File: src/hdl/vtms_pkg.sv
// Shared types and constants for the version tag maximum scanner.
package vtms_pkg;

    localparam int TagLen = 6;

    // Bytes of the tag prefix, in stream order.
    localparam logic [7:0] TagBytes [TagLen] = '{8'h47, 8'h4C, 8'h49, 8'h42, 8'h43, 8'h5F};

    localparam logic [7:0] ByteZero = 8'h00;
    localparam logic [7:0] ByteDot  = 8'h2E;
    localparam logic [7:0] DigitLo  = 8'h30;
    localparam logic [7:0] DigitHi  = 8'h39;

    // Scan phases, one-hot.
    typedef enum logic [5:0] {
        PH_PREFIX    = 6'b000001,
        PH_MAJ_FIRST = 6'b000010,
        PH_MAJ       = 6'b000100,
        PH_MIN_FIRST = 6'b001000,
        PH_MIN       = 6'b010000,
        PH_SKIP      = 6'b100000
    } phase_t;

    // One classified byte as it travels from the front to the back.
    typedef struct packed {
        logic              last;
        logic              zero;
        logic              dot;
        logic              digit_ok;
        logic [3:0]        digit;
        logic [TagLen-1:0] tag_hit;
    } byte_class_t;

endpackage

File: src/hdl/vtms_if.sv
// Channel interfaces for the scanner input bytes and the scan result.
interface vtms_in_if;
    logic       valid;
    logic       ready;
    logic [7:0] data_byte;
    logic       last;

    modport source (output valid, output data_byte, output last, input ready);
    modport sink (input valid, input data_byte, input last, output ready);
endinterface

interface vtms_out_if;
    logic        valid;
    logic        ready;
    logic        found;
    logic [31:0] best_major;
    logic [31:0] best_minor;

    modport source (output valid, output found, output best_major, output best_minor,
                    input ready);
    modport sink (input valid, input found, input best_major, input best_minor,
                  output ready);
endinterface

File: src/hdl/version_tag_max_scanner.sv
// Top level of the version tag maximum scanner.
//
//   Channel   Dir   Payload                            Transfer rule
//   scan      in    data_byte[7:0], last               valid && ready at rising clk
//   result    out   found, best_major[31:0], best_minor[31:0]  valid && ready at rising clk
//
// One byte can be taken every cycle; the back end retires one queued byte per cycle.
// A last byte passes the front register and the queue, then the result register is loaded.
// rst_n clears the queue, the scan state and the valid flag of the result register at once.
// A stalled result holds the back end; the queue of QUEUE_DEPTH entries and the
// front register then absorb input bytes before scan.ready falls.
module version_tag_max_scanner
#(
    parameter int QUEUE_DEPTH = 4
)
(
    input  logic       clk,
    input  logic       rst_n,
    vtms_in_if.sink    scan,
    vtms_out_if.source result
);

    logic                  push_valid;
    logic                  push_ready;
    vtms_pkg::byte_class_t push_entry;
    logic                  pop_valid;
    logic                  pop_ready;
    vtms_pkg::byte_class_t pop_entry;

    vtms_front u_front
    (
        .clk        (clk),
        .rst_n      (rst_n),
        .scan       (scan),
        .push_valid (push_valid),
        .push_ready (push_ready),
        .push_entry (push_entry)
    );

    vtms_queue
    #(
        .DEPTH (QUEUE_DEPTH)
    )
    u_queue
    (
        .clk        (clk),
        .rst_n      (rst_n),
        .push_valid (push_valid),
        .push_ready (push_ready),
        .push_entry (push_entry),
        .pop_valid  (pop_valid),
        .pop_ready  (pop_ready),
        .pop_entry  (pop_entry)
    );

    vtms_back u_back
    (
        .clk       (clk),
        .rst_n     (rst_n),
        .pop_valid (pop_valid),
        .pop_ready (pop_ready),
        .pop_entry (pop_entry),
        .result    (result)
    );

endmodule

File: src/hdl/vtms_front.sv
// Front stage: accepts input bytes, classifies them and registers the class.
module vtms_front
(
    input  logic                  clk,
    input  logic                  rst_n,
    vtms_in_if.sink               scan,
    output logic                  push_valid,
    input  logic                  push_ready,
    output vtms_pkg::byte_class_t push_entry
);

    logic                  stage_valid_reg;
    logic                  stage_valid_next;
    vtms_pkg::byte_class_t stage_entry_reg;
    vtms_pkg::byte_class_t stage_entry_next;
    logic [7:0]            digit_val;

    assign scan.ready = !stage_valid_reg || push_ready;
    assign push_valid = stage_valid_reg;
    assign push_entry = stage_entry_reg;

    assign digit_val = scan.data_byte - vtms_pkg::DigitLo;

    always_comb
    begin
        stage_entry_next.last     = scan.last;
        stage_entry_next.zero     = (scan.data_byte == vtms_pkg::ByteZero);
        stage_entry_next.dot      = (scan.data_byte == vtms_pkg::ByteDot);
        stage_entry_next.digit_ok = (scan.data_byte >= vtms_pkg::DigitLo) &&
                                    (scan.data_byte <= vtms_pkg::DigitHi);
        stage_entry_next.digit    = digit_val[3:0];
        for (int i = 0; i < vtms_pkg::TagLen; i++)
        begin
            stage_entry_next.tag_hit[i] = (scan.data_byte == vtms_pkg::TagBytes[i]);
        end
    end

    assign stage_valid_next = scan.ready ? scan.valid : stage_valid_reg;

    always_ff @(posedge clk or negedge rst_n)
    begin
        if (!rst_n)
        begin
            stage_valid_reg <= 1'b0;
        end
        else
        begin
            stage_valid_reg <= stage_valid_next;
        end
    end

    always_ff @(posedge clk)
    begin
        if (scan.valid && scan.ready)
        begin
            stage_entry_reg <= stage_entry_next;
        end
    end

endmodule

File: src/hdl/vtms_queue.sv
// Small queue of classified bytes between the front and the back.
module vtms_queue
#(
    parameter int DEPTH = 4
)
(
    input  logic                  clk,
    input  logic                  rst_n,
    input  logic                  push_valid,
    output logic                  push_ready,
    input  vtms_pkg::byte_class_t push_entry,
    output logic                  pop_valid,
    input  logic                  pop_ready,
    output vtms_pkg::byte_class_t pop_entry
);

    localparam int PtrW = (DEPTH > 1) ? $clog2(DEPTH) : 1;
    localparam int CntW = $clog2(DEPTH + 1);

    vtms_pkg::byte_class_t mem [DEPTH];

    logic [PtrW-1:0] wr_ptr_reg;
    logic [PtrW-1:0] wr_ptr_next;
    logic [PtrW-1:0] rd_ptr_reg;
    logic [PtrW-1:0] rd_ptr_next;
    logic [CntW-1:0] count_reg;
    logic [CntW-1:0] count_next;
    logic            push_fire;
    logic            pop_fire;

    assign push_ready = (count_reg != CntW'(DEPTH));
    assign pop_valid  = (count_reg != '0);
    assign pop_entry  = mem[rd_ptr_reg];
    assign push_fire  = push_valid && push_ready;
    assign pop_fire   = pop_valid && pop_ready;

    always_comb
    begin
        wr_ptr_next = wr_ptr_reg;
        rd_ptr_next = rd_ptr_reg;
        count_next  = count_reg;
        if (push_fire)
        begin
            wr_ptr_next = (wr_ptr_reg == PtrW'(DEPTH - 1)) ? '0 : wr_ptr_reg + 1'b1;
        end
        if (pop_fire)
        begin
            rd_ptr_next = (rd_ptr_reg == PtrW'(DEPTH - 1)) ? '0 : rd_ptr_reg + 1'b1;
        end
        if (push_fire && !pop_fire)
        begin
            count_next = count_reg + 1'b1;
        end
        else if (pop_fire && !push_fire)
        begin
            count_next = count_reg - 1'b1;
        end
    end

    always_ff @(posedge clk or negedge rst_n)
    begin
        if (!rst_n)
        begin
            wr_ptr_reg <= '0;
            rd_ptr_reg <= '0;
            count_reg  <= '0;
        end
        else
        begin
            wr_ptr_reg <= wr_ptr_next;
            rd_ptr_reg <= rd_ptr_next;
            count_reg  <= count_next;
        end
    end

    always_ff @(posedge clk)
    begin
        if (push_fire)
        begin
            mem[wr_ptr_reg] <= push_entry;
        end
    end

endmodule

File: src/hdl/vtms_back.sv
// Back stage: tag recognizer, number accumulation, maximum tracking and result register.
module vtms_back
(
    input  logic                  clk,
    input  logic                  rst_n,
    input  logic                  pop_valid,
    output logic                  pop_ready,
    input  vtms_pkg::byte_class_t pop_entry,
    vtms_out_if.source            result
);

    vtms_pkg::phase_t phase_reg;
    vtms_pkg::phase_t phase_next;
    logic [2:0]       pos_reg;
    logic [2:0]       pos_next;
    logic [31:0]      maj_reg;
    logic [31:0]      maj_next;
    logic [31:0]      min_reg;
    logic [31:0]      min_next;
    logic             found_reg;
    logic             found_next;
    logic [31:0]      gmaj_reg;
    logic [31:0]      gmaj_next;
    logic [31:0]      gmin_reg;
    logic [31:0]      gmin_next;

    logic             out_valid_reg;
    logic             out_valid_next;
    logic             out_found_reg;
    logic [31:0]      out_major_reg;
    logic [31:0]      out_minor_reg;

    logic             pop_fire;
    logic             prefix_hit;
    logic [31:0]      acc_sel;
    logic [35:0]      acc_ext;
    logic [35:0]      acc_sum;
    logic             acc_ovf;
    logic             beats_kept;

    assign pop_ready = !out_valid_reg || result.ready;
    assign pop_fire  = pop_valid && pop_ready;

    assign result.valid      = out_valid_reg;
    assign result.found      = out_found_reg;
    assign result.best_major = out_major_reg;
    assign result.best_minor = out_minor_reg;

    assign prefix_hit = (pos_reg < 3'(vtms_pkg::TagLen)) && pop_entry.tag_hit[pos_reg];

    // One shared digit-append unit: acc * 10 + digit, with a 32-bit overflow check.
    assign acc_sel = (phase_reg == vtms_pkg::PH_MAJ) ? maj_reg : min_reg;
    assign acc_ext = {4'b0000, acc_sel};
    assign acc_sum = (acc_ext << 3) + (acc_ext << 1) + {32'b0, pop_entry.digit};
    assign acc_ovf = (acc_sum[35:32] != 4'b0000);

    assign beats_kept = !found_reg || (maj_reg > gmaj_reg) ||
                        ((maj_reg == gmaj_reg) && (min_reg > gmin_reg));

    always_comb
    begin
        phase_next     = phase_reg;
        pos_next       = pos_reg;
        maj_next       = maj_reg;
        min_next       = min_reg;
        found_next     = found_reg;
        gmaj_next      = gmaj_reg;
        gmin_next      = gmin_reg;
        out_valid_next = out_valid_reg && !result.ready;

        if (pop_fire)
        begin
            unique case (phase_reg)
                vtms_pkg::PH_PREFIX:
                begin
                    if (prefix_hit)
                    begin
                        pos_next = pos_reg + 3'd1;
                        if (pos_reg == 3'(vtms_pkg::TagLen - 1))
                        begin
                            phase_next = vtms_pkg::PH_MAJ_FIRST;
                            pos_next   = 3'd0;
                            maj_next   = '0;
                            min_next   = '0;
                        end
                    end
                    else
                    begin
                        phase_next = pop_entry.zero ? vtms_pkg::PH_PREFIX : vtms_pkg::PH_SKIP;
                        pos_next   = 3'd0;
                    end
                end
                vtms_pkg::PH_MAJ_FIRST:
                begin
                    if (pop_entry.digit_ok)
                    begin
                        maj_next   = {28'b0, pop_entry.digit};
                        phase_next = vtms_pkg::PH_MAJ;
                    end
                    else
                    begin
                        phase_next = pop_entry.zero ? vtms_pkg::PH_PREFIX : vtms_pkg::PH_SKIP;
                    end
                end
                vtms_pkg::PH_MAJ:
                begin
                    if (pop_entry.digit_ok)
                    begin
                        if (acc_ovf)
                        begin
                            phase_next = vtms_pkg::PH_SKIP;
                        end
                        else
                        begin
                            maj_next = acc_sum[31:0];
                        end
                    end
                    else if (pop_entry.dot)
                    begin
                        phase_next = vtms_pkg::PH_MIN_FIRST;
                    end
                    else
                    begin
                        phase_next = pop_entry.zero ? vtms_pkg::PH_PREFIX : vtms_pkg::PH_SKIP;
                    end
                end
                vtms_pkg::PH_MIN_FIRST:
                begin
                    if (pop_entry.digit_ok)
                    begin
                        min_next   = {28'b0, pop_entry.digit};
                        phase_next = vtms_pkg::PH_MIN;
                    end
                    else
                    begin
                        phase_next = pop_entry.zero ? vtms_pkg::PH_PREFIX : vtms_pkg::PH_SKIP;
                    end
                end
                vtms_pkg::PH_MIN:
                begin
                    if (pop_entry.digit_ok)
                    begin
                        if (acc_ovf)
                        begin
                            phase_next = vtms_pkg::PH_SKIP;
                        end
                        else
                        begin
                            min_next = acc_sum[31:0];
                        end
                    end
                    else
                    begin
                        // A zero byte closes a complete tag.
                        if (pop_entry.zero && beats_kept)
                        begin
                            gmaj_next  = maj_reg;
                            gmin_next  = min_reg;
                            found_next = 1'b1;
                        end
                        phase_next = pop_entry.zero ? vtms_pkg::PH_PREFIX : vtms_pkg::PH_SKIP;
                    end
                end
                default:
                begin
                    phase_next = pop_entry.zero ? vtms_pkg::PH_PREFIX : vtms_pkg::PH_SKIP;
                    pos_next   = 3'd0;
                end
            endcase

            if (pop_entry.last)
            begin
                out_valid_next = 1'b1;
                phase_next     = vtms_pkg::PH_PREFIX;
                pos_next       = 3'd0;
                maj_next       = '0;
                min_next       = '0;
                found_next     = 1'b0;
                gmaj_next      = '0;
                gmin_next      = '0;
            end
        end
    end

    always_ff @(posedge clk or negedge rst_n)
    begin
        if (!rst_n)
        begin
            phase_reg     <= vtms_pkg::PH_PREFIX;
            pos_reg       <= 3'd0;
            maj_reg       <= '0;
            min_reg       <= '0;
            found_reg     <= 1'b0;
            gmaj_reg      <= '0;
            gmin_reg      <= '0;
            out_valid_reg <= 1'b0;
        end
        else
        begin
            phase_reg     <= phase_next;
            pos_reg       <= pos_next;
            maj_reg       <= maj_next;
            min_reg       <= min_next;
            found_reg     <= found_next;
            gmaj_reg      <= gmaj_next;
            gmin_reg      <= gmin_next;
            out_valid_reg <= out_valid_next;
        end
    end

    // The result sees the maximum including a tag closed by the last byte itself.
    always_ff @(posedge clk)
    begin
        if (pop_fire && pop_entry.last)
        begin
            if (phase_reg == vtms_pkg::PH_MIN && pop_entry.zero && beats_kept)
            begin
                out_found_reg <= 1'b1;
                out_major_reg <= maj_reg;
                out_minor_reg <= min_reg;
            end
            else
            begin
                out_found_reg <= found_reg;
                out_major_reg <= found_reg ? gmaj_reg : '0;
                out_minor_reg <= found_reg ? gmin_reg : '0;
            end
        end
    end

`ifndef SYNTHESIS
    a_clear_after_last: assert property (@(posedge clk) disable iff (!rst_n)
        pop_fire && pop_entry.last |=> !found_reg && phase_reg == vtms_pkg::PH_PREFIX)
        else $error("scan state not cleared after the last byte");

    a_pos_only_in_prefix: assert property (@(posedge clk) disable iff (!rst_n)
        pos_reg != 3'd0 |-> phase_reg == vtms_pkg::PH_PREFIX)
        else $error("prefix position held outside prefix matching");

    a_empty_result_zero: assert property (@(posedge clk) disable iff (!rst_n)
        out_valid_reg && !out_found_reg |-> out_major_reg == '0 && out_minor_reg == '0)
        else $error("result without a tag carries nonzero numbers");

    a_no_pop_while_held: assert property (@(posedge clk) disable iff (!rst_n)
        out_valid_reg && !result.ready |-> !pop_fire)
        else $error("byte consumed while a result is stalled");
`endif

endmodule

File: src/flat_wrapper.sv
// flat-port wrapper written by rule: the top's interface ports become plain ports
module version_tag_max_scanner_flat 
#(
    parameter int QUEUE_DEPTH = 4
)
  (clk, rst_n, scan_valid, scan_data_byte, scan_last, scan_ready, result_valid, result_found, result_best_major, result_best_minor, result_ready);
  vtms_in_if scan_i ();
  vtms_out_if result_i ();
  input  logic clk;
  input  logic rst_n;
  input wire logic [$bits(scan_i.valid)-1:0] scan_valid;
  input wire logic [$bits(scan_i.data_byte)-1:0] scan_data_byte;
  input wire logic [$bits(scan_i.last)-1:0] scan_last;
  output wire logic [$bits(scan_i.ready)-1:0] scan_ready;
  output wire logic [$bits(result_i.valid)-1:0] result_valid;
  output wire logic [$bits(result_i.found)-1:0] result_found;
  output wire logic [$bits(result_i.best_major)-1:0] result_best_major;
  output wire logic [$bits(result_i.best_minor)-1:0] result_best_minor;
  input wire logic [$bits(result_i.ready)-1:0] result_ready;
  assign scan_i.valid = scan_valid;
  assign scan_i.data_byte = scan_data_byte;
  assign scan_i.last = scan_last;
  assign scan_ready = scan_i.ready;
  assign result_valid = result_i.valid;
  assign result_found = result_i.found;
  assign result_best_major = result_i.best_major;
  assign result_best_minor = result_i.best_minor;
  assign result_i.ready = result_ready;
  version_tag_max_scanner #(.QUEUE_DEPTH(QUEUE_DEPTH)) u_core (.clk(clk), .rst_n(rst_n), .scan(scan_i), .result(result_i));
endmodule
File: config.mk
export PLATFORM = sky130hd
export DESIGN_NAME = version_tag_max_scanner_flat
export DESIGN_NICKNAME = d
export VERILOG_FILES = /design/src/hdl/vtms_pkg.sv /design/src/hdl/vtms_if.sv /design/src/hdl/version_tag_max_scanner.sv /design/src/hdl/vtms_front.sv /design/src/hdl/vtms_queue.sv /design/src/hdl/vtms_back.sv /design/src/flat_wrapper.sv
export SDC_FILE = /design/constraint.sdc
export NUM_CORES = 1
export LEC_CHECK = 0
export ABC_AREA = 1
export BUFFER_PORTS_ARGS = -buffer_cell sky130_fd_sc_hd__clkbuf_2
export CELL_PAD_IN_SITES_DETAIL_PLACEMENT = 0
export CELL_PAD_IN_SITES_GLOBAL_PLACEMENT = 2
export CORE_ASPECT_RATIO = 0.7
export CORE_MARGIN = 4
export CORE_UTILIZATION = 42
export DETAILED_ROUTE_END_ITERATION = 8
export PLACE_DENSITY_LB_ADDON = 0.25
export SYNTH_ARGS = -nofsm -noshare
export SYNTH_HDL_FRONTEND = slang
export SYNTH_SLANG_ARGS = --single-unit
export TNS_END_PERCENT = 30
File: constraint.sdc
create_clock -name clk -period 7.2 [get_ports clk]
set_input_delay 1.08 -clock clk [delete_from_list [all_inputs] [get_ports clk]]
set_output_delay 1.08 -clock clk [all_outputs]
set_load 0.01 [all_outputs]
==> results of run 1 <==
[worst max-delay path, delay by kind of cell, from the launching register on]
family                     cells  cell delay [ns]
and+or+nand+nor               18             2.72
DFF                            1             0.43
buffers and inverters          3             0.49
adders and majority gates      2             0.98
AOI/OAI and AO/OA              2             0.28
[power by group through the flow]
stage / logic (uW) / clock network, uW / registers [uW]
floorplan: 1260 / 0 / 2320
detailed placement: 1780 / 0 / 2220
global route: 1960 / 1550 / 2220
finish: 1770 / 1450 / 2190
CTS: 1790 / 1480 / 2190
global placement: 1760 / 0 / 2210
[cell usage in the layout, fill, tap and decap left out, types with 14 or more instances in the layout]
cell,n
clkbuf_2,78
dfrtp_1,145
a21oi_1,69
nand4_1,21
ha_1,133
o21ai_0,192
nand3_1,193
nand3_2,24
inv_1,245
xor2_1,21
clkbuf_16,29
buf_4,14
o21ai_2,26
edfxtp_1,135
nor2_1,100
nor3_1,29
nand2_1,341
o21ai_1,51
[cell type report]
| cell class | instances | area (sq um) | share of cell area (%) |
|---|---|---|---|
| Clock buffer | 32 | 737 | 4.01 |
| Clock inverter | 22 | 158 | 0.858 |
| Inverter | 256 | 968 | 5.27 |
| Multi-Input combinational cell | 1300 | 7620 | 41.4 |
| Sequential cell | 282 | 7730 | 42.1 |
| Tap cell | 527 | 659 | 3.59 |
| Timing Repair Buffer | 93 | 507 | 2.76 |
[metrics by stage]
step	setup slack, ns	instances	cell area [sq um]	utilization, %
after floorplan	1.89	1916	16700	-
after global placement	2.27	2458	17500	45.0
after detailed placement	2.14	2458	17500	45.0
after CTS	2.13	2512	18400	47.3
after global routing	1.59	2512	18400	47.3
final	2.11	2512	18400	47.3
[routing by layer]
| metal | GRT usage (%) | up-vias | wire [um] |
|---|---|---|---|
| li1 | - | 6578 | - |
| met1 | 32.3 | 6305 | 22900 |
| met5 | 0 | - | 0 |
| met3 | 2.96 | 61 | 2280 |
| met4 | 4.72 | 0 | 1030 |
| met2 | 32.8 | 300 | 20100 |
[final timing paths]
check / endpoint / cells past startpoint
min in group asynchronous: u_core.u_back.maj_reg[27] / 1
setup / recovery: u_core.u_back.maj_reg[25] / 25
max in group asynchronous: u_core.u_back.found_reg / 2
hold / removal: u_core.u_queue.mem[2][8] / 0
hold reg to reg: u_core.u_queue.mem[2][8] / 0
setup reg to reg: u_core.u_back.maj_reg[25] / 25
[kinds of logic after synthesis]
family          after synthesis
compound gates              378
xor+xnor                     30
fa+ha+maj                   136
buf+inv                     334
flops                       282
mux                           1
simple gates                755
==> reports/metrics.csv, run 1 <==
metric,value,unit
"Slew Viols, Final",0,
number of global-route vias before repair,12800,
Rel. slew slack,33.6,%
FILL cells,3874,
Synth Register Bits,282,
synthesized area,16700,sq um
synthesized instance count,1916,
chip width,247,um
top_reg_cell synth,dfrtp_1,
Static Leak,0.00814,uW
GP Congestion,0.871,
CP max stage delay,0.59,ns
initial antenna violation count,0,
DPL Wire Length,33100,um
yosys warns,0,
Clock Tree Buf Depth,3,
critical path capture point type,flip-flop,
most numerous cell in the Yosys netlist,nand2_1,
core area,38900,sq um
"synthesized-area fraction occupied by ao, oa, aoi and oai cells",12.5,%
Synth area leader,edfxtp_1,
Sw Share,39.9,%
final setup fails,0,
starting density of the core,43.0,%
GR Util All Layers,21.4,%
CP startpoint,u_core.u_back.phase_reg[5],
Hold Crit Start,u_core.u_front.push_entry[8],
Logic pwr share,32.8,%
crit-path max FO,64,
Switch Pwr,2150,uW
number of vias per cell,5.27,
CTS Sinks,282,
"Seq/Total Area, Yosys",46.2,%
Fin. Hold Viols,0,
Worst-Skew Late Latency,0.58,ns
Flop pwr share,40.4,%
Synth async-reset ratio,52.1,%
Hold Buf Count CTS,0,
WS Path Type,flip-flop to flip-flop,
Crit path top cell by count,nand2_1,
Syn Nets,2065,
total power,5400,uW
WP data arrival,5.52,ns
Mean Syn Cell Area,8.73,sq um
Final Routed Wirelength,46300,um
layout cells sized above 1,12.0,%
R2R Setup Slk,2.11,ns
DRC,0,
Worst-path clk slew,0.06,ns
Pwr per Cell Area,294,nW/um^2
CTS tree,built,
Post-Synth XOR/XNOR Area,1.57,%
max cap viols,0,
initial drt markers,1034,
P_int,3250,uW
Tightest Hold Check Type,flip-flop to flip-flop,
Synth top area share,24.2,%
proportion of synthesized area in mux cells,0.0673,%
Least-Margin Pin Slew,0.995,ns
Critical Path RT,7.63,ns
Post-Synth Adder-Cell Area,10.3,%
CTS H-Tree Depth,1,
Routed Antenna Nets,0,
row cnt,60,
I/O Buffers,79,
DRT Pass-1 Iters,7,
Commonest cells post-synth,"nand2_1, inv_1, nand3_1",
Max Fclk,196,MHz
Inserted Diodes,0,
CTS Buf Count,29,
clock share of power,26.8,%
period utilization,70.7,%
WHS,0.504,ns
critical path startpoint category,flip-flop,
setup repair bufs after CTS,0,
top post-synthesis cells by area,"edfxtp_1, dfrtp_1, ha_1, nand2_1, nand3_1",
worst r2r src,u_core.u_back.phase_reg[5],
Post-synth EDFFs,135,
worst vdd ir,0.471,mV
largest net degree at the start of global routing,80,
Reg with most FFs,u_core.u_queue.mem,
largest family of logic cells by synthesized area,simple AND/OR/NAND/NOR gates,
Worst Skew,0.0172,ns
Via Count,13200,
global-route wire length before repair,73400,um
Synth Area in Simple Gates,21.0,%
num ports,80,
clk root buf,clkbuf_16,
Layout area overhead,9.85,%
post_cts resized,0,
chip height,175,um
min Tclk post-route,5.09,ns
fin nets,2111,
slowest library cell on the worst path,nand3_4,
wire per inst,18.4,um
max reg flops,56,
unrepaired setup endpoints after global routing,no,
status,completed,
setup TNS,0,ns
GR Overflow Total,0,
die area,43100,sq um
Netlist cell types,56,
Power figures use the tool's default switching activity.
==> run 2, diff against run 1 <==
Settings changed: CORE_UTILIZATION 42 to 39.
Clock period 7.2 ns to 4.9 ns, I/O delays scaled along.
==> run 2 against run 1 <==
Effect of this change: non-clock buffer count is 8 higher; hold slack worse by 0.31 ns; first-iteration DRC count is 4.2% lower; critical path type unchanged; largest power group unchanged; highest routed layer unchanged.
==> reports/metrics.csv, run 2 (synthesis gave the netlist of run 1 again) <==
metric,value,unit,change
status,completed,,unchanged
Routed Antenna Nets,0,,unchanged
Max Fclk,226,MHz,was 196 MHz
die area,46300,sq um,"was 43,100 sq um"
FILL cells,4154,,"was 3,874"
CTS Sinks,282,,unchanged
most frequent cells in the layout,"nand2_1, inv_1, nand3_1",,unchanged
CTS Buf Count,30,,was 29
R2R Setup Slk,0.48,ns,was 2.11 ns
GR Overflow Total,0,,unchanged
setup TNS,0,ns,unchanged
critical path startpoint category,flip-flop,,unchanged
"Slew Viols, Final",0,,unchanged
global-route wire length before repair,74600,um,"was 73,400 um"
fin nets,2120,,"was 2,111"
Final Util,44.4,%,was 47.3%
CTS tree,built,,unchanged
area of the multi-input gates,7620,sq um,about the same
DPL Wire Length,33800,um,"was 33,100 um"
Layout area overhead,12.3,%,was 9.85%
critical path capture point type,flip-flop,,unchanged
unrepaired setup endpoints after global routing,no,,unchanged
max cap viols,0,,unchanged
worst vdd ir,0.322,mV,was 0.471 mV
Reg with most FFs,u_core.u_queue.mem,,unchanged
starting density of the core,39.5,%,was 43.0%
Pwr per Cell Area,455,nW/um^2,was 294 nW/um^2
Via Count,13100,,"was 13,200"
chip height,181,um,was 175 um
pre-CTS setup slack,0.463,ns,was 2.14 ns
Inserted Diodes,0,,unchanged
I/O Buffers,79,,unchanged
row cnt,63,,was 60
final worst slack,0.476,ns,was 2.11 ns
layout cells sized above 1,12.9,%,was 12.0%
"most common cell after layout, fill and taps aside",nand2_1,,unchanged
initial antenna violation count,1,,was 0
period utilization,90.3,%,was 70.7%
Worst-Skew Late Latency,0.61,ns,was 0.58 ns
largest net degree at the start of global routing,83,,was 80
final setup fails,0,,unchanged
DRC,0,,unchanged
Worst Skew,0.0362,ns,was 0.0172 ns
Least-Margin Pin Slew,1.03,ns,was 0.995 ns
Critical Path RT,5.36,ns,was 7.63 ns
WP data arrival,4.89,ns,was 5.52 ns
number of vias per cell,5.16,,was 5.27
num ports,80,,unchanged
Final Routed Wirelength,47100,um,"was 46,300 um"
min Tclk post-route,4.42,ns,was 5.09 ns
core area,42300,sq um,"was 38,900 sq um"
GP Congestion,0.861,,was 0.871
Clock Tree Buf Depth,3,,unchanged
FF/Latch Area,7730,sq um,unchanged
GR Util All Layers,20.2,%,was 21.4%
max reg flops,56,,unchanged
DRT Pass-1 Iters,6,,was 7
Worst-path clk slew,0.07,ns,was 0.06 ns
WS Path Type,flip-flop to flip-flop,,unchanged
Static Leak,0.00833,uW,was 0.00814 uW
crit-path max FO,60,,was 64
clk root buf,clkbuf_16,,unchanged
Fin. Hold Viols,0,,unchanged
total power,8540,uW,was 5400 uW
wire per inst,18.5,um,was 18.4 um
CTS H-Tree Depth,1,,unchanged
number of global-route vias before repair,12900,,"was 12,800"
Rel. slew slack,31.1,%,was 33.6%
chip width,256,um,was 247 um
Tightest Hold Check Type,input pin to asynchronous set/reset pin,,was flip-flop to flip-flop
initial drt markers,991,,"was 1,034"
run 2: area by class of cell:
class                      count  area share (%)
clock buffer                  41            4.88
clock inverter                15            1.31
inverter                     256            5.18
multi-input combinational   1300            40.6
sequential                   282            41.2
tap                          552            3.68
timing repair buffer         101            3.24
run 2: timing repair:
action                                  CTS  global route
endpoints found under the hold margin     0             0
resized for setup                         0             2
endpoints found under the setup margin    0             8
hold buffers                              0             0
buffers inserted                          0             0
run 2: final timing paths:
path | start | endpoint | depth (start not counted)
max in group asynchronous | rst_n | u_core.u_back.gmaj_reg[19] | 2
worst max-delay path | u_core.u_back.phase_reg[5] | u_core.u_back.min_reg[29] | 26
worst max register to register | u_core.u_back.phase_reg[5] | u_core.u_back.min_reg[29] | 26
worst min register to register | u_core.u_front.push_entry[13] | u_core.u_queue.mem[2][13] | 0
min in group clk | result_ready | u_core.u_back.result.valid | 2
worst min-delay path | rst_n | u_core.u_back.gmaj_reg[29] | 1
run 2: per-stage QoR:
step                      hold WS [ns]  cell area [sq um]  instances
after floorplan                  0.439              16700       1916
after global placement           0.474              17600       2491
after detailed placement         0.476              17600       2491
after CTS                        0.228              18800       2547
after global routing             0.266              18800       2547
final                            0.193              18800       2547
run 2: routing by layer:
metal  routed length, um  track usage [%]  up-vias
li1                    -                -     6601
met2               20500             31.2      238
met1               23600             30.4     6242
met4                1110             4.67        0
met5                   0                0        -
met3                1900             2.44       66
run 2: report_power, final:
group	total, uW	internal, uW	switching, uW
clock network	2660	1630	1030
registers	3210	3040	164
logic	2680	637	2040
run 2: worst max-delay path, stage by stage, from the launching register on:
cell      delay, ns
dfrtp_1        0.44
nor2_4         0.22
nand3_4        0.27
inv_1          0.20
nor2_1         0.06
a21oi_1        0.17
inv_1          0.08
fa_1           0.53
inv_1          0.07
ha_1           0.30
nand3_1        0.08
nand3_1        0.15
nand2_1        0.07
nand2_1        0.16
nand2_1        0.09
nand2_2        0.15
nand2_1        0.11
nand2_1        0.07
nand2_1        0.05
nand2_1        0.10
nor2_4         0.05
nand2_4        0.10
nand2_2        0.08
nand2_4        0.13
clkinv_8       0.26
nand3_2        0.16
o21ai_2        0.06
==> run 3, diff against run 2 <==
Settings changed: CORE_UTILIZATION 39 to 38, SYNTH_HIERARCHICAL set to 1.
==> run 3 against run 2 <==
Effect of this change: non-clock buffer count grew 8; sequential share of layout area shrank 1.9 points; register-to-register slack lost 0.19 ns; largest power group is now combinational cells; clock power shrank 9.4%; flip-flop and latch count is the same; worst setup slack lost 0.19 ns; routed wire length grew 3.9%; cell area grew 4.8%.
==> reports/metrics.csv, run 3 <==
metric,value,unit,change
status,completed,,unchanged
synthesized instance count,2121,,"was 1,916"
num ports,80,,unchanged
number of vias per cell,4.94,,was 5.16
Inserted Diodes,0,,unchanged
Clock Tree Buf Depth,3,,unchanged
die area,49900,sq um,"was 46,300 sq um"
wire per inst,17.4,um,was 18.5 um
"Slew Viols, Final",0,,unchanged
Final Routed Wirelength,48900,um,"was 47,100 um"
post_cts resized,0,,unchanged
critical path startpoint category,flip-flop,,unchanged
Pwr per Cell Area,456,nW/um^2,was 455 nW/um^2
GR Overflow Total,0,,unchanged
Post-synth EDFFs,135,,unchanged
top post-synthesis cells by area,"edfxtp_1, dfrtp_1, nand2_1, ha_1, inv_1",,"was edfxtp_1, dfrtp_1, ha_1, nand2_1, nand3_1"
Logic pwr share,36.6,%,was 31.3%
Final Util,43.3,%,was 44.4%
Critical Path RT,5.27,ns,was 5.36 ns
critical path capture point type,flip-flop,,unchanged
I/O Buffers,79,,unchanged
P_int,5210,uW,was 5310 uW
WHS,0.248,ns,was 0.193 ns
Crit path depth,20,,was 26
setup TNS,0,ns,unchanged
chip width,265,um,was 256 um
DRT Pass-1 Iters,5,,was 6
crit-path max FO,42,,was 60
number of global-route vias before repair,13500,,"was 12,900"
Routed Antenna Nets,0,,unchanged
initial drt markers,939,,was 991
wl on met1,25600,um,"was 23,600 um"
Netlist cell types,55,,was 56
GP Congestion,0.903,,was 0.861
R2R Setup Slk,0.29,ns,was 0.48 ns
cell breakdown of the critical path,nor2_1 > nand3_2 > buf_12 > o21ai_0 > ha_1 > ha_1 > nand2_1 > inv_1 > nand2_1 > nor3_1 > nand2_1 > nand3_1 > nand2_1 > nand2_1 > nor2_4 > nand2_4 > nand2_4 > nand3_4 > buf_4 > o21ai_0,,
CP max stage delay,0.53,ns,about the same
core area,45500,sq um,"was 42,300 sq um"
Hold Buf Count CTS,0,,unchanged
CTS tree,built,,unchanged
unrepaired setup endpoints after global routing,no,,unchanged
Sw Share,42.0,%,was 37.9%
CTS Buf Count,34,,was 30
initial antenna violation count,0,,was 1
fin nets,2334,,"was 2,120"
FILL cells,4565,,"was 4,154"
CTS H-Tree Depth,2,,was 1
yosys warns,6,,was 0
WP data arrival,4.98,ns,was 4.89 ns
WS Path Type,flip-flop to flip-flop,,unchanged
reg2reg path depth,20,,was 26
FF/Latch Area,7730,sq um,unchanged
max reg flops,56,,unchanged
global-route wire length before repair,78300,um,"was 74,600 um"
layout cells sized above 1,17.5,%,was 12.9%
Mean Syn Cell Area,8.31,sq um,was 8.73 sq um
period utilization,94.1,%,was 90.3%
max cap viols,0,,unchanged
Reg with most FFs,u_core/u_queue/mem,,was u_core.u_queue.mem
max layer used,met4,,unchanged
CP Buf/Inv Count,3,,was 4
largest net degree at the start of global routing,79,,was 83
slowest library cell on the worst path,buf_4,,was fa_1
Non-Filler Instances,2814,,"was 2,547"
Synth area leader,edfxtp_1,,unchanged
Via Count,13900,,"was 13,100"
row cnt,65,,was 63
CP startpoint,u_core/u_back/phase_reg[1],,was u_core.u_back.phase_reg[5]
Switch Pwr,3770,uW,was 3240 uW
min Tclk post-route,4.61,ns,was 4.42 ns
most numerous cell in the Yosys netlist,nand2_1,,unchanged
DPL Wire Length,35300,um,"was 33,800 um"
Worst Skew,0.0127,ns,was 0.0362 ns
met2 WL post-DR,20600,um,"was 20,500 um"
Static Leak,0.00934,uW,was 0.00833 uW
crit path to,u_core/u_back/maj_reg[31],,was u_core.u_back.min_reg[29]
"Seq/Total Area, Yosys",43.9,%,was 46.2%
Syn Nets,2270,,"was 2,065"
Max Fclk,217,MHz,was 226 MHz
CTS Sinks,282,,unchanged
Commonest cells post-synth,"nand2_1, inv_1, nor2_1",,"was nand2_1, inv_1, nand3_1"
top_reg_cell synth,dfrtp_1,,unchanged
wire length on met3,2100,um,was 1900 um
Synth async-reset ratio,52.1,%,unchanged
Tightest Hold Check Type,input pin to asynchronous set/reset pin,,unchanged
Layout area overhead,11.8,%,was 12.3%
"delay-heaviest family, CP",simple AND/OR/NAND/NOR gates,,unchanged
GR Util All Layers,19.6,%,was 20.2%
starting density of the core,38.8,%,was 39.5%
Critical R2R Capture,u_core/u_back/maj_reg[31],,was u_core.u_back.min_reg[29]
Inst Count DP,2752,,"was 2,491"
setup repair bufs after CTS,0,,unchanged
final setup fails,0,,unchanged
most frequent cells in the layout,"nand2_1, inv_1, nor2_1",,"was nand2_1, inv_1, nand3_1"
Synth top area share,23.0,%,was 24.2%
synthesized area,17600,sq um,"was 16,700 sq um"
Flop pwr share,36.5,%,was 37.5%
area of the multi-input gates,8350,sq um,was 7620 sq um
clock share of power,26.9,%,was 31.2%
worst vdd ir,0.460,mV,was 0.322 mV
Synth Register Bits,282,,unchanged
Crit path top cell by count,nand2_1,,unchanged
worst r2r src,u_core/u_back/phase_reg[1],,was u_core.u_back.phase_reg[5]
chip height,188,um,was 181 um
Rel. slew slack,33.5,%,was 31.1%
clk root buf,clkbuf_16,,unchanged
Worst-Skew Late Latency,0.52,ns,was 0.61 ns
Worst-path clk slew,0.06,ns,was 0.07 ns
Least-Margin Pin Slew,0.998,ns,was 1.03 ns
Fin. Hold Viols,0,,unchanged
DRC,0,,unchanged
"most common cell after layout, fill and taps aside",nand2_1,,unchanged
run 3: changes by cell type after synthesis, sizes merged, moves of 19 or more:
cell,previous run,this run
nand3,218,149
nand2,359,639
o21ai,269,185
nor2,111,165
inv,256,289
o211ai,1,30
nor3,29,10
run 3: worst min-delay path by stage:
stage | start | end | depth (start not counted)
2_1_floorplan | rst_n | u_core/u_back/found_reg | 0
3_3_place_gp | u_core/u_back/maj_reg[0] | u_core/u_back/maj_reg[0] | 2
3_5_place_dp | u_core/u_back/maj_reg[0] | u_core/u_back/maj_reg[0] | 2
4_1_cts | rst_n | u_core/u_back/min_reg[2] | 1
5_1_grt | rst_n | u_core/u_back/gmaj_reg[3] | 1
6_report | rst_n | u_core/u_back/gmaj_reg[3] | 1
run 3: stage by stage:
step | setup WS, ns | power, uW | instance area [sq um]
2_1_floorplan | 1.00 | 5600 | 17600
3_3_place_gp | 0.567 | 6640 | 18600
3_5_place_dp | 0.436 | 6670 | 18600
4_1_cts | 0.432 | 9130 | 19700
5_1_grt | 0.00587 | 9560 | 19700
6_report | 0.287 | 8980 | 19700
run 3: cells by family (layout without fill, tap and decap cells):
family / Yosys count / in the layout / share of synthesized area [%]
AND/OR/NAND/NOR: 1005 / 1005 / 25.2
buffers and inverters: 372 / 462 / 8.85
AO/OA/AOI/OAI: 302 / 302 / 11.1
flip-flops: 282 / 282 / 43.9
adder cells (fa/ha/maj): 136 / 136 / 9.78
XOR/XNOR: 23 / 23 / 1.14
multiplexers: 1 / 1 / 0.0568
run 3: cell type report:
cell class                 count  area share (%)
multi-input combinational   1467            42.4
sequential                   282            39.3
inverter                     291            5.57
clock buffer                  41            4.56
tap                          603            3.83
timing repair buffer         109            3.56
clock inverter                21           0.813
run 3: power groups by stage:
stage | combinational [uW] | clock, uW | sequential [uW]
finish | 3290 | 2410 | 3280
global route | 3620 | 2600 | 3340
CTS | 3350 | 2490 | 3290
detailed placement | 3340 | 0 | 3330
global placement | 3320 | 0 | 3320
floorplan | 2190 | 0 | 3410
run 3: routing by layer:
metal  vias up  track usage (%)
li1       7047                -
met1      6598             30.7
met2       203             29.1
met3        43             2.88
met4         0             3.29
met5         -                0
run 3: worst reg2reg max path, delay by kind of cell, from the launching register on:
family / cells / cell delay [ns]
AND/OR/NAND/NOR: 13 / 1.71
buffers and inverters: 3 / 0.88
AO/OA/AOI/OAI: 2 / 0.75
adder cells (fa/ha/maj): 2 / 0.71
flip-flops: 1 / 0.41
